==> src/rtl/ics_pkg.sv <==
// ----------------------------------------------------------------------------
// ics_pkg
// Shared types and constants of the inversion counter with position swaps:
// controller states, read and write selects, command and status groups.
// ----------------------------------------------------------------------------
package ics_pkg;

    // fixed field widths of the item and result channels
    localparam int ITEM_WIDTH = 16;
    localparam int POS_WIDTH  = 10;
    localparam int INV_WIDTH  = 19;

    // operation codes
    localparam logic OP_APPEND = 1'b0;
    localparam logic OP_SWAP   = 1'b1;

    // controller states
    typedef enum logic [3:0] {
        ST_IDLE,
        ST_DECIDE,
        ST_READ_LO,
        ST_READ_HI,
        ST_SCAN,
        ST_FIX,
        ST_WRITE_LO,
        ST_WRITE_HI,
        ST_WRITE_APPEND,
        ST_RESULT
    } state_t;

    // what a memory read fetches
    typedef enum logic [1:0] {
        RD_NONE,
        RD_LO,
        RD_HI,
        RD_SCAN
    } rd_sel_t;

    // what a memory write stores
    typedef enum logic [1:0] {
        WR_NONE,
        WR_LO,
        WR_HI,
        WR_APPEND
    } wr_sel_t;

    // controller to datapath
    typedef struct packed {
        logic    capture;
        rd_sel_t rd_sel;
        logic    ptr_inc;
        wr_sel_t wr_sel;
        logic    fix;
        logic    result_load;
    } cmd_t;

    // datapath to controller
    typedef struct packed {
        logic is_swap;
        logic bad;
        logic same_pos;
        logic scan_done;
        logic out_free;
    } sts_t;

endpackage

==> src/rtl/ics_ctrl.sv <==
// ----------------------------------------------------------------------------
// ics_ctrl
// Controller state machine: takes a beat, sequences the end reads, the scan,
// the total fix-up and the write-back, then hands the result to the output.
// ----------------------------------------------------------------------------
module ics_ctrl
    import ics_pkg::*;
(
    input  logic aclk,
    input  logic aresetn,
    input  logic s_valid,
    output logic s_ready,
    input  sts_t sts,
    output cmd_t cmd
);

    state_t state_reg;
    state_t state_next;

    // state register
    always_ff @(posedge aclk) begin
        if (!aresetn) begin
            state_reg <= ST_IDLE;
        end else begin
            state_reg <= state_next;
        end
    end

    // next state and commands
    always_comb begin
        state_next      = state_reg;
        s_ready         = 1'b0;
        cmd.capture     = 1'b0;
        cmd.rd_sel      = RD_NONE;
        cmd.ptr_inc     = 1'b0;
        cmd.wr_sel      = WR_NONE;
        cmd.fix         = 1'b0;
        cmd.result_load = 1'b0;
        case (state_reg)
            ST_IDLE: begin
                s_ready = 1'b1;
                if (s_valid) begin
                    cmd.capture = 1'b1;
                    state_next  = ST_DECIDE;
                end
            end
            ST_DECIDE: begin
                if (sts.bad || sts.same_pos) begin
                    state_next = ST_RESULT;
                end else if (sts.is_swap) begin
                    state_next = ST_READ_LO;
                end else begin
                    state_next = ST_SCAN;
                end
            end
            ST_READ_LO: begin
                cmd.rd_sel = RD_LO;
                state_next = ST_READ_HI;
            end
            ST_READ_HI: begin
                cmd.rd_sel = RD_HI;
                state_next = ST_SCAN;
            end
            // one element read per cycle; the last one is counted on exit
            ST_SCAN: begin
                if (!sts.scan_done) begin
                    cmd.rd_sel  = RD_SCAN;
                    cmd.ptr_inc = 1'b1;
                end else if (sts.is_swap) begin
                    state_next = ST_FIX;
                end else begin
                    state_next = ST_WRITE_APPEND;
                end
            end
            ST_FIX: begin
                cmd.fix    = 1'b1;
                state_next = ST_WRITE_LO;
            end
            ST_WRITE_LO: begin
                cmd.wr_sel = WR_LO;
                state_next = ST_WRITE_HI;
            end
            ST_WRITE_HI: begin
                cmd.wr_sel = WR_HI;
                state_next = ST_RESULT;
            end
            ST_WRITE_APPEND: begin
                cmd.wr_sel = WR_APPEND;
                state_next = ST_RESULT;
            end
            ST_RESULT: begin
                if (sts.out_free) begin
                    cmd.result_load = 1'b1;
                    state_next      = ST_IDLE;
                end
            end
            default: begin
                state_next = ST_IDLE;
            end
        endcase
    end

endmodule

==> config.mk <==
export PLATFORM = sky130hd
export DESIGN_NAME = ics_ctrl
export DESIGN_NICKNAME = d
export VERILOG_FILES = /design/src/rtl/ics_pkg.sv /design/src/rtl/ics_ctrl.sv
export SDC_FILE = /design/constraint.sdc
export NUM_CORES = 1
export LEC_CHECK = 0
export CORE_AREA = 2 2 39 41
export DETAILED_ROUTE_END_ITERATION = 10
export DIE_AREA = 0 0 41 43
export DONT_BUFFER_PORTS = 1
export HOLD_SLACK_MARGIN = 0.03
export PLACE_DENSITY = 0.53
export SLEW_MARGIN = 20
export SYNTH_ARGS = -nofsm -noshare
export SYNTH_HDL_FRONTEND = slang
export SYNTH_SLANG_ARGS = --single-unit
==> constraint.sdc <==
create_clock -name aclk -period 1.6 [get_ports aclk]
set_input_delay 0.08 -clock aclk [delete_from_list [all_inputs] [get_ports aclk]]
set_output_delay 0.08 -clock aclk [all_outputs]
set_load 0.01 [all_outputs]
==> results of run 1 <==
## worst max-delay path by stage
stage                            start           end  slack [ns]  cells after the start
after global placement    state_reg[0]  state_reg[2]        0.14                      3
after CTS                 state_reg[0]  state_reg[2]        0.12                      3
after global routing      state_reg[1]        cmd[6]        0.01                      3
after detailed placement  state_reg[0]  state_reg[2]        0.13                      3
after floorplan           state_reg[0]        cmd[7]        0.43                      3
final                     state_reg[0]  state_reg[2]        0.11                      3
## synthesized netlist by cell type, drive strengths merged
| library cell | number |
|---|---|
| a211o | 1 |
| a21oi | 6 |
| a22oi | 1 |
| a31oi | 1 |
| and2 | 1 |
| buf | 4 |
| dfxtp | 4 |
| inv | 2 |
| mux2i | 2 |
| nand2 | 3 |
| nand2b | 6 |
| nand3b | 1 |
| nor2 | 6 |
| nor3 | 6 |
| nor3b | 2 |
| nor4 | 1 |
| o21ai | 2 |
| o22ai | 1 |
| o31ai | 1 |
| or2 | 2 |
| or3 | 3 |
| or4 | 1 |
| xor2 | 1 |
## cells by family after synthesis
group | synth area share
buffers and inverters | 0.0820
and+or+nand+nor | 0.448
xor gates and xnor gates | 0.0221
AOI/OAI and AO/OA | 0.196
DFF | 0.202
muxes | 0.0505
## routing by layer
| layer | vias to the layer above | global-route usage | wire (um) | share of wire |
|---|---|---|---|---|
| li1 | 211 | - | - | - |
| met2 | 8 | 0.172 | 475 | 0.49 |
| met4 | 0 | 0.0800 | 0 | 0 |
| met3 | 0 | 0.0209 | 58 | 0.060 |
| met1 | 200 | 0.151 | 431 | 0.45 |
| met5 | - | 0 | 0 | 0 |
## metrics by stage
| step | util | setup slack (ns) |
|---|---|---|
| 3_3_place_gp | 0.294 | 0.137 |
| 5_1_grt | 0.317 | 0.0130 |
| 6_report | 0.317 | 0.108 |
| 2_1_floorplan | - | 0.428 |
| 4_1_cts | 0.317 | 0.118 |
| 3_5_place_dp | 0.294 | 0.132 |
## power breakdown
part / switching, mW / internal (mW)
Clock: 0.0381 / 0.0837
Sequential: 0.0518 / 0.119
Combinational: 0.124 / 0.108
## final cells by class
cell class                 count  area, um2  share of cell area
inverter                       2       7.51              0.0171
tap                           16       20.0              0.0456
multi-input combinational     48        284               0.647
sequential                     4       80.1               0.182
timing repair buffer           3       25.0              0.0570
clock buffer                   3       22.5              0.0513
==> run_results.csv, run 1 <==
group,metric,value,unit
run_status,status,"completed",
critical_path,ff2ff_setup_slack,0.11,ns
global_routing,grt_max_degree,14,
drt,vias,419,
power,power.total,525,uW
sta,drv_slew,0,
critical_path,arrival,1.65,ns
job,cap_violations,0,
yosys,synth_top_area_cell,"dfxtp_1",
critical_path,r2r_cells,3,
worst_hold_path,hold_class,"input port to flop",
critical_path,path_class,"flop to flop",
power,ir_worst_vdd,0.000339,V
sta,hold_viol_final,0,
sta,tns,0,ns
critical_path,critPathMaxStageDelay,0.54,ns
placement,place_congestion,0.690,
placement,portBuffers,0,
yosys,yosysTopAreaCellShare,0.202,
yosys,ys_seq_area_frac,0.202,
global_routing,grt_pass1_vias,356,
critical_path,r2r-end,"state_reg[2]",
sta,clock.fmax,670,MHz
drt,totalWireLength,965,um
final_layout,layout_common_cells,"nand2b_1 (6), nor3_1 (6), nor2_1 (6), a21oi_1 (6), dfxtp_1 (4)",
clock_tree,clkTransAtPathRegs,0.04,ns
sta,relSlewSlack,0.717,
yosys,synth_warnings,0,
drt,routedWlPerCell,12.7,um
final_layout,antenna_cells,0,
sta,worstMarginPinSlew,0.424,ns
clock_tree,cts.path.max_buffers,2,
yosys,synth-seq-cells,4,
final_layout,final_area,439,um2
final_layout,fin_nets,70,
yosys,syn-instance-count,58,
yosys,syn_area,397,um2
drt,dr.first_iter.drc_count,9,
placement,dpl.cell_count,72,
sta,post-route-period-util,0.933,
yosys,synth_fp_nets,66,
sta,finalHoldWorstSlack,0.0417,ns
drt,first_pass_iters,3,
floorplanning,io_pins,17,
yosys,synth.avg_cell_area,6.84,um2
floorplanning,die_h,43,um
final_layout,drive_gt1_frac,0.117,
yosys,ys_types,26,
clock_tree,cts_tree,"yes",
sta,rsz0062_at_grt,"no",
placement,hpwl,720,um
power,power_density,1200,nW/um2
yosys,synth_area_leaders,"dfxtp_1 (20%), nand2b_1 (9.5%), a21oi_1 (7.6%)",
clock_tree,htreeDepth,1,
critical_path,worst-endpoint-required,1.76,ns
final_layout,largest_reg_flops,4,
clock_tree,post-cts-setup-buffer-count,0,
floorplanning,core,1380,um2
worst_hold_path,min_to,"state_reg[3]",
floorplanning,die_area,1760,um2
sta,finClkSkew,0.000856,ns
worst_hold_path,hp-start,"sts[4]",
critical_path,slowest_stage,"dfxtp_1",
global_routing,antenna_found_initial,0,
clock_tree,cts_hold_buf,1,
clock_tree,clock-sinks,4,
final_layout,area_delta_synth_final,10.7,%
sta,layout_min_cycle_time,1.49,ns
power,p_leak,0.151,nW
critical_path,critical_path_buf_inv_count,0,
clock_tree,numCtsBuffers,3,
critical_path,cp_cell_sequence,"nand2b_1, or4_1, a21oi_1",
global_routing,grt_use_total,0.118,
placement,dpl_cell_area,407,um2
drt,vias_per_cell,5.51,
sta,finalSetupViolations,0,
worst_hold_path,min_delay_path_depth,2,
floorplanning,row_count,14,
floorplanning,die_x,41,um
drt,drc,0,
floorplanning,start_util,0.287,
global_routing,grt_pass1_wl,1.44,mm
final_layout,n_fill_cell,159,
critical_path,end_kind,"flop",
critical_path,cp_top_family,"simple AND/OR/NAND/NOR gates",
drt,ant_nets,0,
critical_path,crit_fanout,12,
critical_path,r2r_start,"state_reg[0]",
final_layout,finalNonFillerCells,76,
critical_path,worstSetupStartpointType,"flop",
clock_tree,clock_latency,0.23,ns
global_routing,overflow,0,
clock_tree,cts-resized-gates,0,
clock_tree,cts-root-buf,"clkbuf_4",
(Power assumes the default switching activity.)
==> run 2: changes to the inputs <==
- RECOVER_POWER: unset -> 50
==> run_results.csv, run 2 (same netlist as run 1, synthesis figures left out) <==
group,metric,value,unit
clock_tree,htreeDepth,1,
sta,drv_slew,0,
sta,post-route-period-util,0.924,
final_layout,area_delta_synth_final,10.7,%
power,power.share.clock,0.233,
floorplanning,start_util,0.287,
final_layout,fin_nets,70,
sta,worstMarginPinSlew,0.424,ns
critical_path,crit_start,"state_reg[0]",
placement,dpl.cell_count,72,
critical_path,worstSetupStartpointType,"flop",
critical_path,endpoint,"state_reg[2]",
floorplanning,die_area,1760,um2
power,seqPwrFrac,0.327,
global_routing,grt_pass1_vias,356,
critical_path,arrival,1.64,ns
critical_path,r2r_cells,3,
global_routing,grt_pass1_wl,1.44,mm
power,power.internal,311,uW
sta,tns,0,ns
placement,portBuffers,0,
final_layout,antenna_cells,0,
clock_tree,clock_latency,0.23,ns
placement,place_congestion,0.690,
run_status,status,"completed",
clock_tree,cts_tree,"yes",
sta,finClkSkew,0.000856,ns
critical_path,critPathMaxStageDelay,0.54,ns
sta,finalHoldWorstSlack,0.0434,ns
critical_path,ff2ff_setup_slack,0.12,ns
drt,vias_per_cell,5.53,
clock_tree,clkTransAtPathRegs,0.04,ns
sta,layout_setup_ws,0.122,ns
sta,hold_viol_final,0,
critical_path,worst-endpoint-required,1.76,ns
sta,layout_min_cycle_time,1.48,ns
critical_path,slowest_stage,"dfxtp_1",
floorplanning,core,1380,um2
power,p_sw,213,uW
global_routing,overflow,0,
power,p_leak,0.151,nW
power,switching_share,0.406,
clock_tree,cts-resized-gates,0,
drt,drc,0,
worst_hold_path,hold_class,"input port to flop",
final_layout,largest_reg_flops,4,
drt,vias,420,
power,power_density,1190,nW/um2
power,ir_worst_vdd,0.000340,V
final_layout,drive_gt1_frac,0.117,
critical_path,path_class,"flop to flop",
critical_path,crit_fanout,12,
critical_path,r2r_start,"state_reg[0]",
sta,clock.fmax,677,MHz
global_routing,antenna_found_initial,0,
sta,relSlewSlack,0.717,
global_routing,grt_max_degree,14,
drt,dr.first_iter.drc_count,9,
sta,rsz0062_at_grt,"no",
clock_tree,clock-sinks,4,
global_routing,grt_use_total,0.118,
placement,hpwl,720,um
critical_path,r2r-end,"state_reg[2]",
final_layout,layout_common_cells,"nand2b_1 (6), nor3_1 (6), nor2_1 (6), a21oi_1 (6), dfxtp_1 (4)",
sta,finalSetupViolations,0,
critical_path,cp_cell_sequence,"nand2b_1, or4_1, a21oi_1",
critical_path,end_kind,"flop",
power,p_comb_frac,0.441,
job,cap_violations,0,
drt,totalWireLength,978,um
drt,routedWlPerCell,12.9,um
floorplanning,die_h,43,um
floorplanning,io_pins,17,
placement,detailedPlace.worstSlack,0.132,ns
final_layout,finalNonFillerCells,76,
clock_tree,numCtsBuffers,3,
drt,first_pass_iters,4,
clock_tree,post-cts-setup-buffer-count,0,
floorplanning,row_count,14,
drt,ant_nets,0,
clock_tree,cts-root-buf,"clkbuf_4",
floorplanning,die_x,41,um
clock_tree,cts.path.max_buffers,2,
==> run 2: final cells by class <==
cell class / instances / area [um2]
tap: 16 / 20.0
inverter: 2 / 7.51
fill: 159 / 945
sequential: 4 / 80.1
multi-input combinational: 48 / 284
timing repair buffer: 3 / 25.0
clock buffer: 3 / 22.5
==> run 2: power groups by stage <==
stage / Combinational (mW) / Clock [mW] / Sequential, mW
2_1_floorplan: 0.219 / 0 / 0.131
3_3_place_gp: 0.231 / 0 / 0.172
4_1_cts: 0.233 / 0.130 / 0.170
6_report: 0.231 / 0.122 / 0.171
5_1_grt: 0.254 / 0.137 / 0.176
3_5_place_dp: 0.229 / 0 / 0.172
==> run 2: how the worst min path moves through the flow <==
| stage | start | end | depth (start not counted) |
|---|---|---|---|
| after global routing | sts[4] | state_reg[3] | 2 |
| after floorplan | sts[1] | cmd[4] | 1 |
| final | sts[4] | state_reg[3] | 2 |
| after detailed placement | sts[1] | cmd[4] | 1 |
| after CTS | sts[4] | state_reg[3] | 2 |
| after global placement | sts[1] | cmd[4] | 1 |
==> run 2: repair_timing <==
item                                    in CTS  in global routing
endpoints found under the setup margin       0                  0
hold buffers                                 1                  0
endpoints found under the hold margin        2                  0
==> run 2: metal layers <==
layer  track usage  wire (um)  vias up  share of wire
li1              -          -      211              -
met1         0.151        435      200           0.44
met2         0.172        485        9           0.50
met3        0.0209         57        0          0.058
met4        0.0800          0        0              0
met5             0          0        -              0
==> run 2: critical path, delay by kind of cell, from the launching register on <==
kind / cells / cell delay (ns)
and+or+nand+nor: 2 / 0.70
DFF: 1 / 0.54
AOI/OAI and AO/OA: 1 / 0.16
==> run 2: per-stage QoR <==
stage                     power [mW]  instance area, um2  utilization
after floorplan                0.350                 397            -
after global placement         0.403                 407        0.294
after detailed placement       0.401                 407        0.294
after CTS                      0.533                 439        0.317
after global routing           0.567                 439        0.317
final                          0.523                 439        0.317
